[src/design/cdq_pkg.sv]
package cdq_pkg;

    typedef enum logic [2:0] {
        OP_PUSH_HEAD = 3'd0,
        OP_PUSH_TAIL = 3'd1,
        OP_POP_HEAD  = 3'd2,
        OP_POP_TAIL  = 3'd3,
        OP_PEEK_HEAD = 3'd4,
        OP_PEEK_TAIL = 3'd5
    } op_t;

    typedef enum logic [1:0] {
        ST_OK    = 2'd0,
        ST_FULL  = 2'd1,
        ST_EMPTY = 2'd2
    } status_t;

    typedef enum logic [1:0] {
        S_IDLE,
        S_EXEC,
        S_LOAD
    } ctrl_state_t;

    typedef struct packed {
        logic capture;
        logic exec;
        logic load;
    } cdq_cmd_t;

    typedef struct packed {
        logic out_free;
    } cdq_stat_t;

    localparam int OP_W     = 3;
    localparam int VALUE_W  = 32;
    localparam int COUNT_W  = 4;
    localparam int IN_DATA_W  = 32;
    localparam int IN_USER_W  = 8;
    localparam int OUT_DATA_W = 40;

endpackage

[src/design/cdq_ctrl.sv]
module cdq_ctrl
    import cdq_pkg::*;
(
    input  logic      clk,
    input  logic      rst_n,
    input  logic      s_tvalid,
    output logic      s_tready,
    input  cdq_stat_t stat,
    output cdq_cmd_t  cmd
);

    ctrl_state_t state_reg;
    ctrl_state_t state_next;

    always_ff @(posedge clk or negedge rst_n)
    begin
        if (!rst_n)
        begin
            state_reg <= S_IDLE;
        end
        else
        begin
            state_reg <= state_next;
        end
    end

    always_comb
    begin
        state_next  = state_reg;
        s_tready    = 1'b0;
        cmd.capture = 1'b0;
        cmd.exec    = 1'b0;
        cmd.load    = 1'b0;
        unique case (state_reg)
            S_IDLE:
            begin
                s_tready    = 1'b1;
                cmd.capture = s_tvalid;
                if (s_tvalid)
                begin
                    state_next = S_EXEC;
                end
            end
            S_EXEC:
            begin
                cmd.exec   = 1'b1;
                state_next = S_LOAD;
            end
            S_LOAD:
            begin
                // hold the result until the output register frees up
                if (stat.out_free)
                begin
                    cmd.load   = 1'b1;
                    state_next = S_IDLE;
                end
            end
            default:
            begin
                state_next = S_IDLE;
            end
        endcase
    end

endmodule

[src/design/cdq_datapath.sv]
module cdq_datapath
    import cdq_pkg::*;
#(
    parameter int DEPTH = 8
)
(
    input  logic                  clk,
    input  logic                  rst_n,
    input  cdq_cmd_t              cmd,
    output cdq_stat_t             stat,
    input  logic [IN_DATA_W-1:0]  s_tdata,
    input  logic [IN_USER_W-1:0]  s_tuser,
    output logic                  m_tvalid,
    input  logic                  m_tready,
    output logic [OUT_DATA_W-1:0] m_tdata
);

    localparam int AW = (DEPTH > 1) ? $clog2(DEPTH) : 1;
    localparam int CW = $clog2(DEPTH + 1);
    localparam int SW = CW + 1;

    logic [VALUE_W-1:0] mem [DEPTH];

    op_t                op_reg;
    logic [VALUE_W-1:0] val_reg;
    logic [AW-1:0]      head_reg;
    logic [AW-1:0]      head_next;
    logic [CW-1:0]      count_reg;
    logic [CW-1:0]      count_next;
    logic [VALUE_W-1:0] rd_data_reg;
    status_t            res_status_reg;
    logic               res_rd_ok_reg;
    logic               out_valid_reg;
    logic [OUT_DATA_W-1:0] out_data_reg;

    status_t       status_next;
    logic          wr_en;
    logic          rd_en;
    logic [AW-1:0] addr;
    logic          is_full;
    logic          is_empty;
    logic [SW-1:0] sum_hc;
    logic [SW-1:0] sum_tail;
    logic [AW-1:0] pos_hc;
    logic [AW-1:0] pos_tail;
    logic [AW-1:0] head_dec;
    logic [AW-1:0] head_inc;
    logic [VALUE_W-1:0]  read_value;
    logic [CW+COUNT_W-1:0] count_ext;

    assign is_full  = (count_reg == CW'(DEPTH));
    assign is_empty = (count_reg == '0);

    assign sum_hc   = SW'(head_reg) + SW'(count_reg);
    assign sum_tail = sum_hc - SW'(1);
    assign pos_hc   = (sum_hc >= SW'(DEPTH)) ? AW'(sum_hc - SW'(DEPTH)) : AW'(sum_hc);
    assign pos_tail = (sum_tail >= SW'(DEPTH)) ? AW'(sum_tail - SW'(DEPTH))
                                               : AW'(sum_tail);
    assign head_dec = (head_reg == '0) ? AW'(DEPTH - 1) : head_reg - AW'(1);
    assign head_inc = (head_reg == AW'(DEPTH - 1)) ? '0 : head_reg + AW'(1);

    always_comb
    begin
        status_next = ST_OK;
        wr_en       = 1'b0;
        rd_en       = 1'b0;
        addr        = head_reg;
        head_next   = head_reg;
        count_next  = count_reg;
        unique case (op_reg)
            OP_PUSH_HEAD:
            begin
                if (is_full)
                begin
                    status_next = ST_FULL;
                end
                else
                begin
                    wr_en      = 1'b1;
                    addr       = head_dec;
                    head_next  = head_dec;
                    count_next = count_reg + CW'(1);
                end
            end
            OP_PUSH_TAIL:
            begin
                if (is_full)
                begin
                    status_next = ST_FULL;
                end
                else
                begin
                    wr_en      = 1'b1;
                    addr       = pos_hc;
                    count_next = count_reg + CW'(1);
                end
            end
            OP_POP_HEAD:
            begin
                if (is_empty)
                begin
                    status_next = ST_EMPTY;
                end
                else
                begin
                    rd_en      = 1'b1;
                    addr       = head_reg;
                    head_next  = head_inc;
                    count_next = count_reg - CW'(1);
                end
            end
            OP_POP_TAIL:
            begin
                if (is_empty)
                begin
                    status_next = ST_EMPTY;
                end
                else
                begin
                    rd_en      = 1'b1;
                    addr       = pos_tail;
                    count_next = count_reg - CW'(1);
                end
            end
            OP_PEEK_HEAD:
            begin
                if (is_empty)
                begin
                    status_next = ST_EMPTY;
                end
                else
                begin
                    rd_en = 1'b1;
                    addr  = head_reg;
                end
            end
            OP_PEEK_TAIL:
            begin
                if (is_empty)
                begin
                    status_next = ST_EMPTY;
                end
                else
                begin
                    rd_en = 1'b1;
                    addr  = pos_tail;
                end
            end
            default:
            begin
                status_next = ST_OK;
            end
        endcase
    end

    always_ff @(posedge clk)
    begin
        if (cmd.capture)
        begin
            op_reg  <= op_t'(s_tuser[OP_W-1:0]);
            val_reg <= s_tdata[VALUE_W-1:0];
        end
    end

    always_ff @(posedge clk)
    begin
        if (cmd.exec && wr_en)
        begin
            mem[addr] <= val_reg;
        end
        if (cmd.exec && rd_en)
        begin
            rd_data_reg <= mem[addr];
        end
    end

    always_ff @(posedge clk or negedge rst_n)
    begin
        if (!rst_n)
        begin
            head_reg  <= '0;
            count_reg <= '0;
        end
        else if (cmd.exec)
        begin
            head_reg  <= head_next;
            count_reg <= count_next;
        end
    end

    always_ff @(posedge clk)
    begin
        if (cmd.exec)
        begin
            res_status_reg <= status_next;
            res_rd_ok_reg  <= rd_en;
        end
    end

    assign read_value = res_rd_ok_reg ? rd_data_reg :
                        ((res_status_reg == ST_EMPTY) ? '1 : '0);
    assign count_ext  = {{COUNT_W{1'b0}}, count_reg};

    always_ff @(posedge clk)
    begin
        if (cmd.load)
        begin
            out_data_reg <= {is_full, is_empty, count_ext[COUNT_W-1:0],
                             res_status_reg, read_value};
        end
    end

    always_ff @(posedge clk or negedge rst_n)
    begin
        if (!rst_n)
        begin
            out_valid_reg <= 1'b0;
        end
        else if (cmd.load)
        begin
            out_valid_reg <= 1'b1;
        end
        else if (m_tready)
        begin
            out_valid_reg <= 1'b0;
        end
    end

    assign stat.out_free = !out_valid_reg || m_tready;
    assign m_tvalid      = out_valid_reg;
    assign m_tdata       = out_data_reg;

endmodule

[src/design/circular_deque_core.sv]
// Double-ended queue held in a ring of DEPTH 32-bit entries.
//
// Input channel (s_*): one word per operation. s_tuser[2:0] selects the
// operation (push head, push tail, pop head, pop tail, peek head, peek
// tail); s_tdata[31:0] is the value stored by a push.
// Output channel (m_*): one word per operation, carrying the value read,
// the status (ok, full, empty) and the entry count and empty/full flags as
// they stand after the operation.
//
// An accepted word is captured, then executed around the registered memory
// read, then loaded into the output register and shown on m_tvalid. The
// controller takes no new word until that capture / execute / load is done.
// s_tready is high while the controller is idle, also while an earlier
// result still waits in the output register.
//
// Reset clears the head index, the count and the output valid; entry
// contents stay unknown until pushed. When m_tready is low the result holds
// in the output register; one more word may be accepted and executed, and
// its result waits until the register drains.
module circular_deque_core
    import cdq_pkg::*;
#(
    parameter int DEPTH = 8
)
(
    input  logic                  clk,
    input  logic                  rst_n,
    input  logic                  s_tvalid,
    output logic                  s_tready,
    input  logic [IN_DATA_W-1:0]  s_tdata,   // [31:0] push_value
    input  logic [IN_USER_W-1:0]  s_tuser,   // [2:0] operation, [7:3] zero
    output logic                  m_tvalid,
    input  logic                  m_tready,
    output logic [OUT_DATA_W-1:0] m_tdata    // [31:0] read_value, [33:32] status,
                                             // [37:34] entry_count, [38] is_empty,
                                             // [39] is_full
);

    cdq_cmd_t  cmd;
    cdq_stat_t stat;

    cdq_ctrl u_ctrl (
        .clk      (clk),
        .rst_n    (rst_n),
        .s_tvalid (s_tvalid),
        .s_tready (s_tready),
        .stat     (stat),
        .cmd      (cmd)
    );

    cdq_datapath #(
        .DEPTH (DEPTH)
    ) u_datapath (
        .clk      (clk),
        .rst_n    (rst_n),
        .cmd      (cmd),
        .stat     (stat),
        .s_tdata  (s_tdata),
        .s_tuser  (s_tuser),
        .m_tvalid (m_tvalid),
        .m_tready (m_tready),
        .m_tdata  (m_tdata)
    );

endmodule

[config.mk]
export PLATFORM = sky130hd
export DESIGN_NAME = circular_deque_core
export DESIGN_NICKNAME = d
export VERILOG_FILES = /design/src/design/cdq_pkg.sv /design/src/design/cdq_ctrl.sv /design/src/design/cdq_datapath.sv /design/src/design/circular_deque_core.sv
export SDC_FILE = /design/constraint.sdc
export NUM_CORES = 1
export LEC_CHECK = 0
export BUFFER_PORTS_ARGS = -buffer_cell sky130_fd_sc_hd__buf_2
export CAP_MARGIN = 10
export CORE_ASPECT_RATIO = 1.25
export CORE_MARGIN = 2
export CORE_UTILIZATION = 40
export CTS_CLUSTER_DIAMETER = 60
export CTS_CLUSTER_SIZE = 8
export DETAILED_ROUTE_END_ITERATION = 7
export PLACE_DENSITY = 0.54
export SYNTH_ARGS = -nofsm -noshare
export SYNTH_HDL_FRONTEND = slang
export SYNTH_SLANG_ARGS = --single-unit
export TNS_END_PERCENT = 10
[constraint.sdc]
create_clock -name clk -period 15.7 [get_ports clk]
set_input_delay 0.785 -clock clk [delete_from_list [all_inputs] [get_ports clk]]
set_output_delay 0.785 -clock clk [all_outputs]
set_load 0.02 [all_outputs]
### Word-level counts from Yosys, hierarchy flattened

Memory sizes are Yosys's and may differ from the RTL's. A register that Yosys moved wholly into a read port is not among the register bits.
Cells that the tools add are included.

| word-level totals | value |
|---|---|
| register bits | 88 |
| bits in writable memories | 256 |
| memories kept | 1 |

Memory list:

| name | words | width | rd ports | clocked after Yosys merged registers in | wr ports | RTL line | text |
|---|---|---|---|---|---|---|---|
| u_datapath.mem | 8 | 32 | 1 | 1 | 1 | cdq_datapath.sv:22 | `logic [VALUE_W-1:0] mem [DEPTH];` |

| cells by class | value |
|---|---|
| add/subtract/negate cells | 8 |
| magnitude comparators | 2 |
| eq/ne operators | 15 |
| multiplexer cells | 34 |
| reductions and logical operators | 18 |

Operators by type and width:

| cell | number |
|---|---|
| two-way mux 32 bit | 2 |
| two-way mux 3 bit | 8 |
| two-way mux 1 bit | 14 |
| greater-or-equal comparator 5 x 4 -> 1 bit (second input constant) | 2 |
| != test 2 bit (second input constant) | 5 |
| == test 3 bit (second input constant) | 3 |
| one-hot mux 3 bit (3 select lines) | 1 |
| subtractor 3 x 1 -> 3 bit (second input constant) | 3 |
| two-way mux 4 bit | 2 |
| one-hot mux 4 bit (2 select lines) | 1 |
| == test 3 x 2 -> 1 bit (second input constant) | 2 |
| zero test 3 bit | 2 |
| two-way mux 2 bit | 3 |
| one-hot mux 2 bit (3 select lines) | 1 |
| one-hot mux 3 bit (2 select lines) | 1 |
| nonzero test 2 bit | 3 |
| OR reduction 2 bit | 3 |
| adder 3 x 4 -> 5 bit | 1 |
| subtractor 5 x 1 -> 5 bit (second input constant) | 1 |
| adder 4 x 1 -> 4 bit (second input constant) | 1 |
| == test 2 bit (second input constant) | 2 |
| == test 4 bit (second input constant) | 1 |
| zero test 4 bit | 1 |
| one-hot mux 2 bit (2 select lines) | 1 |
| 12 further kinds | 13 |

### Longest topological paths before layout

Gate-level depths: netlist of run 1.

| logic depth | value |
|---|---|
| depth after elaboration | 6 |
| mapped depth | 12 |

### Modules after synthesis

Synthesis of run 1 repeated with hierarchy kept, for this count alone.

| second synthesis, totals | value |
|---|---|
| cells, all modules | 974 |
| area total of the unflattened synthesis | 14780.4 µm² |

Modules (own cells, without submodules):

| module | instances | cells each | area each (µm²) |
|---|---|---|---|
| cdq_datapath | 1 | 965 | 14685.3 |
| cdq_ctrl | 1 | 9 | 95.1 |

### Worst setup path after synthesis of run 1

Ideal clock, no wire load.

| timing | value |
|---|---|
| path type | reg2reg |
| start | reg u_datapath.count_reg[0] |
| end | mem u_datapath.mem[0][0] (enable) |
| arrival | 5.531 ns |
| required time | 15.198 ns |
| slack | 9.667 ns |
| stages on the path, launching flop included | 11 |
| path buffers | 2 |
| cell sequence | dfrtp_1 ha_1 inv_1 fa_1 ha_1 o21ai_0 a221o_1 clkbuf_1 clkbuf_1 and2_1 nor4_1 |

| on the way | value |
|---|---|
| cells in the longest elaborated chain, start to end | 6 |
| elaborated cells between the ends (all ways) | 19 |
| those cells by class | 4 x add/sub; 2 x order compare; 1 x eq/ne; 10 x mux; 2 x reduce/logical |

RTL lines:

| item | RTL line | text |
|---|---|---|
| start, declared | cdq_datapath.sv:28 | `logic [CW-1:0] count_reg;` |
| start signal, assigned | cdq_datapath.sv:187 | `count_reg <= count_next;` |
| adder 3 x 4 -> 5 bit or == test 4 bit (tied branches) | cdq_datapath.sv:54, cdq_datapath.sv:51 |  |
| subtractor 5 x 1 -> 5 bit or two-way mux 1 bit (tied branches) | cdq_datapath.sv:55, cdq_datapath.sv:73, cdq_datapath.sv:87 |  |
| greater-or-equal comparator 5 x 4 -> 1 bit, or another cell as far along | cdq_datapath.sv:57 | `assign pos_tail = (sum_tail >= SW'(DEPTH)) ? AW'(sum_tail - SW'(DEPTH))` |
| two-way mux 3 bit or logical AND 1 bit (tied branches) | cdq_datapath.sv:57, cdq_datapath.sv:167 |  |
| two-way mux 3 bit or two-way mux 1 bit (tied branches) | cdq_datapath.sv:114, cdq_datapath.sv:139, cdq_datapath.sv:167 |  |
| one-hot mux 3 bit (3 select lines) or two-way mux 1 bit (tied branches) | cdq_datapath.sv:70, cdq_datapath.sv:169 |  |
| end, declared | cdq_datapath.sv:22 |  |

Parallel ways exist; a longest one is shown, timed or not.

### Final worst setup path of run 1

| timing | value |
|---|---|
| start | reg u_datapath.count_reg[0] |
| end | reg u_datapath.rd_data_reg[1] (read register of u_datapath.mem), data pin |

| on the way | value |
|---|---|
| cells in the longest elaborated chain, start to end | 6 |
| elaborated cells between the ends (all ways) | 17 |
| those cells by class | 4 x add/sub; 2 x order compare; 1 x eq/ne; 8 x mux; 2 x reduce/logical |

RTL lines:

| item | RTL line | text |
|---|---|---|
| adder 3 x 4 -> 5 bit | cdq_datapath.sv:54 | `assign sum_hc = SW'(head_reg) + SW'(count_reg);` |
| subtractor 5 x 1 -> 5 bit | cdq_datapath.sv:55 | `assign sum_tail = sum_hc - SW'(1);` |
| greater-or-equal comparator 5 x 4 -> 1 bit or subtractor 3 x 1 -> 3 bit (tied branches) | cdq_datapath.sv:57 |  |
| two-way mux 3 bit | cdq_datapath.sv:57 |  |
| two-way mux 3 bit | cdq_datapath.sv:114, cdq_datapath.sv:139 |  |
| one-hot mux 3 bit (3 select lines) | cdq_datapath.sv:70 | `unique case (op_reg)` |
| end, declared | cdq_datapath.sv:30 | `logic [VALUE_W-1:0] rd_data_reg;` |

Parallel ways exist; a longest one is shown, timed or not.
A chain may end at the register's enable or synchronous reset.

==> metrics, run 1 <==
crit-path most repeated cell=ha_1; Routed WL=29,600 um; r2r setup slk=about 11,000 ps; final worst slack=11,060 ps; Routed WL per cell=22.4 um; first-pass GRT wire length=46,100 um; Clock Sinks=376; Top delay family on crit path=compound AO/OA/AOI/OAI gates; post-CTS setup buffer count=0; Num CTS Buffers=53; Final Util=47.7%; CTS Hold Bufs=0; dpl cells=roughly 1,200; Hold Crit Class=in2async; gpl congestion=about 0.77; gr usage total=between 10% and 20%; Clock Path Buffers=3; Worst R2R Start=u_datapath.count_reg[0]; Slew HR=29.5%; number of global-route vias before repair=7,803; cells after synthesis=just over 700; outcome=complete, no violations; Detail Route Antenna Nets=0; largest net degree at the start of global routing=67; Yosys reg bits=376; setup_tns=0 ps; dpl hpwl=15,500 um; Largest register FFs=between 200 and 300; nets@finish=877; Synth Flop Type=edfxtp_1; die height=217 um; clock root buffer=clkbuf_16; worst-path fanout max=40; VDD IR max=roughly 0.23 mV; layout cells sized above 1=30.6%; Async SR Flop Fraction=2.66%; Fillers=slightly above 3,000; net count after synthesis=~760; Ys Warns=0; WP buf/inv=2; element type at the critical path end=register; Crit path depth=10; Leak=0.00580 uW; area of the mapped netlist=0.0145 mm^2; Initial Util=40.8%; most area-consuming cells after synthesis=edfxtp_1 76%, mux4_2 7.8%, mux2_2 1.9%; Overflow after GRT=0; EDFF count, synth=around 370; CTS tree=yes; mux contribution to synthesized area=between 9 and 10%; I/O Buffers=80; CP required=15,970 ps; drt first pass iters=5; largest reg by FF count=u_datapath.mem; Vias per Instance=5.31; post-synthesis sequential area ratio=77.8%; WP data arrival=4910 ps; num ports=86; post-layout min period=4640 ps; syn avg cell area=slightly above 20 um^2; non-filler cells, final=~1,300; Netlist cell types=56; Worst Tran Pin Value=1050 ps; drt drc=0; Die Area=0.0377 mm^2; Core Footprint=0.0355 mm^2; fin. max-slew vios=0; skew final=12.6 ps; # rows=77; Compound-Gate Fraction of Synth Area=under 10%; H-Tree Depth=2; Area Overhead vs Synth=17.1%; Die W=174 um; Adder-Cell Fraction of Synth Area=less than 1%; initial antenna violation count=0; startpoint types=register; RSZ-0062 raised after global routing=no; max-cap viol count=0; post-synth top area cell=edfxtp_1; worst setup path class=reg2reg; DRT iter0 DRCs=around 600; largest family of logic cells by synthesized area=multiplexers; final setup fails=0; post-synth top area share=76.1%; worst slack, placed=11,060 ps; Pwr Total=3390 uW; Crit. Startpoint=u_datapath.count_reg[0]; Critical Path Sink=u_datapath.rd_data_reg[1]; worst stage delay on the critical path=approximately 770 ps; Pwr per Cell Area=200 mW/mm^2; total number of vias=~7,000; max frequency=about 220 MHz; Reg clk slew, reported paths=50 ps; Critical Path Slowest Stage Cell=a221o_1; Post-Synth Simple-Gate Area=about 3.8%; CTS resizes=0; critical path, cell by cell=ha_1, inv_1, fa_1, ha_1, o21ai_0, a221o_1, nand2_2, buf_4, a2111oi_0, nor4_1; xor/xnor cell area share of the yosys netlist=less than 1%; Register-to-Register Path Depth=10; Final Hold Viols=0; Worst-Skew Late Latency=roughly 560 ps; reg-to-reg endpoint=u_datapath.rd_data_reg[1]; Ant. Diodes=0; final worst path period share=29.5%
-- cell type report --
| cell class | count | area [um^2] | share of cell area [%] |
|---|---|---|---|
| Sequential cell | 376 | 11200 | 66.4 |
| Multi-Input combinational cell | 280 | 3000 | 17.7 |
| Clock inverter | 2 | 16.3 | 0.0961 |
| Clock buffer | 76 | 1470 | 8.66 |
| Timing Repair Buffer | 102 | 566 | 3.34 |
| Tap cell | 474 | 593 | 3.51 |
| Inverter | 10 | 42.5 | 0.251 |
-- synth_stat cells (all sizes together), types with 8 or more instances --
library cell  number
edfxtp           366
mux4              50
a21o              33
and3              29
a2111oi           28
mux2              25
clkbuf            23
buf               18
nor4              15
nor2              12
o21ai             11
dfrtp             10
nand2             10
inv                9
ha                 8
-- cell usage in the layout, fill, tap and decap left out, drive strengths merged, types with 11 or more instances in the layout --
cell type / count
nor2: 12
nor4: 15
a2111oi: 28
clkbuf: 76
and3: 29
mux2: 25
edfxtp: 366
a21o: 33
buf: 102
o21ai: 11
mux4: 50
-- layer usage --
layer  global-route usage (%)  wire length [um]
met4                     4.96               562
met2                     28.4             15000
met3                     3.04              1360
met5                        0                 0
met1                     20.9             12700
-- report_power, final --
group | internal, uW | total (uW) | switching (uW) | leakage (uW)
clock | 632 | 1010 | 383 | 0.000713
combinational | 457 | 1030 | 569 | 0.00164
sequential | 1280 | 1350 | 65.1 | 0.00345
-- worst register-to-register path: stages, from the launching register on --
cell and delay (ps):
dfrtp_1 590, ha_1 220, inv_1 40, fa_1 470, ha_1 320, o21ai_0 180
a221o_1 770, nand2_2 550, buf_4 460, a2111oi_0 590, nor4_1 160
-- worst min-delay path by stage --
stage,from,to
2_1_floorplan,u_datapath.res_status_reg[1],u_datapath.m_tdata[33]
3_3_place_gp,u_datapath.res_status_reg[1],u_datapath.m_tdata[33]
3_5_place_dp,u_datapath.res_status_reg[1],u_datapath.m_tdata[33]
4_1_cts,rst_n,u_datapath.head_reg[1]
5_1_grt,rst_n,u_datapath.count_reg[0]
6_report,rst_n,u_datapath.count_reg[1]
-- metrics by stage --
stage               instance area (um^2)  hold slack (ps)
floorplan                          14500              418
global placement                   15400              429
detailed placement                 15400              439
CTS                                16900             84.5
global route                       16900             82.3
finish                             16900             93.3
-- kinds of logic (layout without fill, tap and decap cells) --
group                    count (synthesis)  in the layout
AO/OA/AOI/OAI                           95             95
flip-flops                             376            376
adder cells (fa/ha/maj)                 10             10
multiplexers                            76             76
AND/OR/NAND/NOR                         92             92
XOR/XNOR                                 7              7
buffers and inverters                   51            190
Power figures use the tool's default switching activity.
==> inputs of run 2 (changes only) <==
--- a/config.mk
+++ b/config.mk
@@ -5,6 +5,7 @@
 export SDC_FILE = /design/constraint.sdc
 export NUM_CORES = 1
 export LEC_CHECK = 0
+export ABC_AREA = 1
 export BUFFER_PORTS_ARGS = -buffer_cell sky130_fd_sc_hd__buf_2
 export CAP_MARGIN = 10
 export CORE_ASPECT_RATIO = 1.25
==> constraint.sdc (replaced) <==
create_clock -name clk -period 4.5 [get_ports clk]
set_input_delay 0.225 -clock clk [delete_from_list [all_inputs] [get_ports clk]]
set_output_delay 0.225 -clock clk [all_outputs]
set_load 0.02 [all_outputs]
==> run 2 against run 1 <==
Maximum frequency grew 29%. Routed wire length grew 18%. Sequential power grew to 3.4 times the previous value. Worst hold slack lost 29 ps. Worst setup slack lost 10000 ps. Critical path type unchanged.
==> metrics, run 2 <==
Flop pwr share=39.1%; Final Util=48.1%; DRT iter0 DRCs=593; nets@finish=1,651; Overflow after GRT=0; WP data arrival=3850 ps; post-synth top area cell=edfxtp_1; Largest register FFs=256; final worst path period share=80.1%; die height=227 um; gr usage total=between 15 and 20%; fin. max-slew vios=0; initial antenna violation count=0; commonest non-fill, non-tap cell in the layout=nand2_1; Clock Sinks=376; worst setup path class=reg2reg; dpl cell area=between 0.015 and 0.02 mm^2; VDD IR max=0.464 mV; post-synth top area share=68.8%; Sw Share=34.9%; skew final=21.8 ps; worst stage delay on the critical path=480 ps; Async SR Flop Fraction=2.66%; net count after synthesis=between 1,500 and 2,000; Synth Flop Type=edfxtp_1; drt first pass iters=5; cells after synthesis=~1,500; Area Overhead vs Synth=18.2%; post-CTS setup buffer count=0; # rows=81; Num CTS Buffers=53; CTS resizes=0; Netlist cell types=34; Die W=approximately 180 um; most area-consuming cells after synthesis=edfxtp_1 69%, nand2_1 9.1%, nand3_1 8.7%; outcome=complete, no violations; num ports=86; P_int=7580 uW; Hold Crit Class=in2async; Vias per Instance=4.79; I/O Buffers=80; gpl congestion=around 0.83; max-cap viol count=0; drt drc=0; post-layout min period=3610 ps; largest reg by FF count=u_datapath.mem; final setup fails=0; Routed WL=34,900 um; area of the mapped netlist=0.0160 mm^2; post-synthesis sequential area ratio=a little over two thirds; Fillers=3,497; net switching power figure=4070 uW; Worst Tran Pin Value=996 ps; Comb power frac=30.6%; Worst-Skew Late Latency=560 ps; Detail Route Antenna Nets=0; dpl cells=2,002; Final Hold Viols=0; clock root buffer=clkbuf_16; crit-path most repeated cell=nand2_1; critical path, cell by cell=ha_1, inv_1, fa_1, inv_1, nand2_1, nand3_1, nand3_1, nand3_1, nand2_1, nor2_1, nand2_1, o21ai_2, nand2_1, nor2_4, buf_12; setup_tns=0 ps; total number of vias=slightly above 10,000; Ant. Diodes=0; Leak=0.00819 uW; CTS Hold Bufs=38; Core Footprint=0.0392 mm^2; dpl hpwl=19,100 um; Ys Warns=0; startpoint types=register; most common cell in the netlist=nand2_1; largest net degree at the start of global routing=129; Reg clk slew, reported paths=50 ps; CP required=4750 ps; clock group share of total power=between 30% and 40%; Pwr per Cell Area=617 mW/mm^2; Slew HR=33.6%; Clock Path Buffers=3; number of global-route vias before repair=9,899; Die Area=0.0415 mm^2; worst-path fanout max=22; Initial Util=40.7%; layout cells sized above 1=11.7%; CTS tree=yes; non-filler cells, final=2,116; Final Instance Area=about 0.019 mm^2; Critical Path Slowest Stage Cell=dfrtp_1; H-Tree Depth=2; syn avg cell area=about 11 um^2; most frequent cells after synthesis=386 x nand2_1, 366 x edfxtp_1, 279 x nand3_1; first-pass GRT wire length=54,900 um; element type at the critical path end=register; most frequent cells in the layout=385 x nand2_1, 366 x edfxtp_1, 279 x nand3_1, 273 x inv_1, 80 x buf_2; RSZ-0062 raised after global routing=no; Yosys reg bits=376; EDFF count, synth=366; Routed WL per cell=~16 um; max frequency=between 200 and 300 MHz
run 2: cell types whose count changed after synthesis, moves of 22 or more:
cell,change
a21o_1,-32
mux4_2,-50
nor2_1,+22
mux2_2,-25
and3_1,-29
inv_1,+264
nand3_1,+278
buf_2,+30
nand2_1,+376
a2111oi_0,-28
run 2: power groups by stage:
| stage | combinational (uW) | sequential, uW | clock [uW] |
|---|---|---|---|
| after floorplan | 2490 | 4660 | 0 |
| after global placement | 3560 | 4620 | 0 |
| after detailed placement | 3590 | 4630 | 0 |
| after CTS | 3630 | 4560 | 3610 |
| after global routing | 4050 | 4590 | 3750 |
| final | 3570 | 4560 | 3520 |
run 2: stage by stage:
step / hold WS (ps) / setup slack, ps / power [uW]
5_1_grt: 67.6 / 530 / 12400
4_1_cts: 49.3 / 797 / 11800
6_report: 64.1 / 894 / 11600
3_3_place_gp: 110 / 818 / 8180
3_5_place_dp: 115 / 811 / 8220
2_1_floorplan: -70.6 / 508 / 7160
run 2: final cells by class:
cell class	instances	area [um^2]	area share, %
Sequential cell	376	11200	59.6
Tap cell	498	623	3.30
Clock buffer	72	1420	7.52
Timing Repair Buffer	145	1050	5.54
Inverter	278	1040	5.53
Clock inverter	4	30.0	0.159
Multi-Input combinational cell	743	3470	18.4
run 2: cells by family after synthesis:
family / after synthesis / share of synthesized area [%]
AND/OR/NAND/NOR: 708 / 19.0
flip-flops: 376 / 70.4
buffers and inverters: 348 / 8.64
AO/OA/AOI/OAI: 21 / 0.831
adder cells (fa/ha/maj): 10 / 0.878
XOR/XNOR: 4 / 0.219
run 2: metal layers:
layer  GRT usage [%]  routed length (um)  vias to the layer above
li1                -                   -                     5049
met1            21.5               15100                     4782
met2            30.4               17200                      245
met3            2.85                1720                       61
met4            6.35                 864                        0
met5               0                   0                        -
run 2: critical path, delay by kind of cell (launching register included):
family	cells	cell delay [ps]
simple gates	9	1480
fa+ha+maj	2	560
flops	1	480
compound gates	1	380
buf+inv	3	370
run 2: worst paths after layout:
check | startpoint | slack (ps) | cells after the start | endpoint
max | u_datapath.count_reg[0] | 890 | 15 | u_datapath.mem[0][4]
min | rst_n | 60 | 2 | u_ctrl.state_reg[1]
max reg2reg | u_datapath.count_reg[0] | 890 | 15 | u_datapath.mem[0][4]
min reg2reg | u_datapath.res_status_reg[0] | 450 | 0 | u_datapath.m_tdata[32]
max in group asynchronous | rst_n | 4220 | 2 | u_datapath.head_reg[0]
min in group clk | s_tdata[29] | 370 | 2 | u_datapath.val_reg[29]
==> inputs of run 3 (changes only) <==
--- a/config.mk
+++ b/config.mk
@@ -5,7 +5,7 @@
 export SDC_FILE = /design/constraint.sdc
 export NUM_CORES = 1
 export LEC_CHECK = 0
-export ABC_AREA = 1
+export ABC_AREA = 0
 export BUFFER_PORTS_ARGS = -buffer_cell sky130_fd_sc_hd__buf_2
 export CAP_MARGIN = 10
 export CORE_ASPECT_RATIO = 1.25
==> constraint.sdc (replaced) <==
create_clock -name clk -period 3.56 [get_ports clk]
set_input_delay 0.178 -clock clk [delete_from_list [all_inputs] [get_ports clk]]
set_output_delay 0.178 -clock clk [all_outputs]
set_load 0.02 [all_outputs]
==> run 3 against run 2 <==
Worst setup slack got worse by 770 ps. First-iteration DRC count fell by 6.9%. Sequential cell count is the same. Routed wire length is 13% lower. Sequential share of layout area increased by 4.1 points. Register-to-register slack worse by 770 ps. Critical path type unchanged.
==> metrics, run 3 (synthesis results as in run 1) <==
dpl cell area=0.0158 mm^2; largest net degree at the start of global routing=between 40 and 50; fin. max-slew vios=0; Die Area=around 0.038 mm^2; nets@finish=938; Initial Util=40.8%; die height=~220 um; Reg clk slew, reported paths=~50 ps; post-layout min period=around 3400 ps; dpl hpwl=17,300 um; I/O Buffers=80; Routed WL=30,500 um; Final Instance Area=0.0177 mm^2; worst-path fanout max=46; Area Overhead vs Synth=22.2%; commonest non-fill, non-tap cell in the layout=edfxtp_1; number of global-route vias before repair=7,952; total number of vias=7,376; Overflow after GRT=0; minimum hold slack=21.7 ps; layout cells sized above 1=31.6%; Ant. Diodes=0; Detail Route Antenna Nets=0; # rows=between 70 and 80; Final Hold Viols=0; DRT iter0 DRCs=roughly 550; Vias per Instance=5.35; max-cap viol count=0; non-filler cells, final=1,379; Hold Crit Class=in2async; Pwr per Cell Area=870 mW/mm^2; startpoint types=register; CTS tree=yes; WP data arrival=3740 ps; initial antenna violation count=0; CP required=3860 ps; Clock Path Buffers=3; first-pass GRT wire length=46,600 um; num ports=86; max frequency=roughly 290 MHz; drt drc=0; clock root buffer=clkbuf_16; Final Util=49.8%; final setup fails=0; Core Footprint=0.0355 mm^2; worst setup path class=reg2reg; most frequent cells in the layout=366 x edfxtp_1, 80 x buf_2, 54 x clkbuf_16, 50 x mux4_2, 38 x dlygate4sd3_1; gr usage total=about 16%; element type at the critical path end=register; largest reg by FF count=u_datapath.mem; Slew HR=48.8%; final worst path period share=96.7%; Leak=~0.0061 uW; outcome=complete, no violations; Die W=174 um; Largest register FFs=roughly 260; gpl congestion=approximately 0.81; Num CTS Buffers=52; RSZ-0062 raised after global routing=yes; VDD IR max=0.774 mV; drt first pass iters=7; skew final=13.9 ps; Clock Sinks=376; dpl cells=about 1,300; Worst-Skew Late Latency=560 ps; Routed WL per cell=22.1 um; Worst Tran Pin Value=~770 ps; H-Tree Depth=2
[run 3: cell type report]
cell class                 instances  area (um^2)
tap                              474          593
clock inverter                     1         16.3
fill                            2914        17800
clock buffer                      74         1430
inverter                          10         42.5
multi-input combinational        280         3080
timing repair buffer             164         1250
sequential                       376        11200
[run 3: repair_timing]
item                                    4_1_cts  5_1_grt
hold buffers                                 38        0
resized for setup                             0        3
endpoints found under the setup margin        0        8
setup buffers                                 0        2
endpoints found under the hold margin        48        0
[run 3: routing by layer]
metal  track usage [%]  vias to the layer above  wire, um
li1                  -                     3277         -
met1              20.3                     3824     12600
met2              29.2                      211     15600
met3              2.96                       64      1430
met4              5.99                        0       812
met5                 0                        -         0
[run 3: where the power goes]
part           total [uW]  internal [uW]  switching [uW]
Combinational        5030           2340            2690
Sequential           5940           5650             293
Clock                4390           2720            1680
Total               15400          10700            4660
[run 3: final timing paths]
| path | slack (ps) | start | end | cells past startpoint |
|---|---|---|---|---|
| setup / recovery | 120 | u_datapath.count_reg[0] | u_datapath.rd_data_reg[14] | 9 |
| hold / removal | 20 | rst_n | u_datapath.count_reg[2] | 2 |
| setup reg to reg | 120 | u_datapath.count_reg[0] | u_datapath.rd_data_reg[14] | 9 |
| hold reg to reg | 440 | u_datapath.res_status_reg[1] | u_datapath.m_tdata[33] | 0 |
| max in group asynchronous | 3310 | rst_n | u_datapath.count_reg[0] | 2 |
| min in group clk | 330 | s_tdata[0] | u_datapath.val_reg[0] | 2 |
[run 3: metrics by stage]
| stage | worst slack (ps) | TNS, ps | total power, uW |
|---|---|---|---|
| floorplan | -345 | -66770 | 9760 |
| global placement | 232 | 0 | 10900 |
| detailed placement | 136 | 0 | 11100 |
| CTS | 83.3 | 0 | 15600 |
| global route | -9.74 | -11.7 | 16100 |
| finish | 119 | 0 | 15400 |
[run 3: worst max-delay path, stage by stage (launching register included)]
cell     delay (ps)
dfrtp_2         450
ha_4            150
inv_2            30
fa_1            500
or4_1           540
a21oi_1         280
o211a_2         270
buf_12          290
mux4_2          360
mux2_2          280
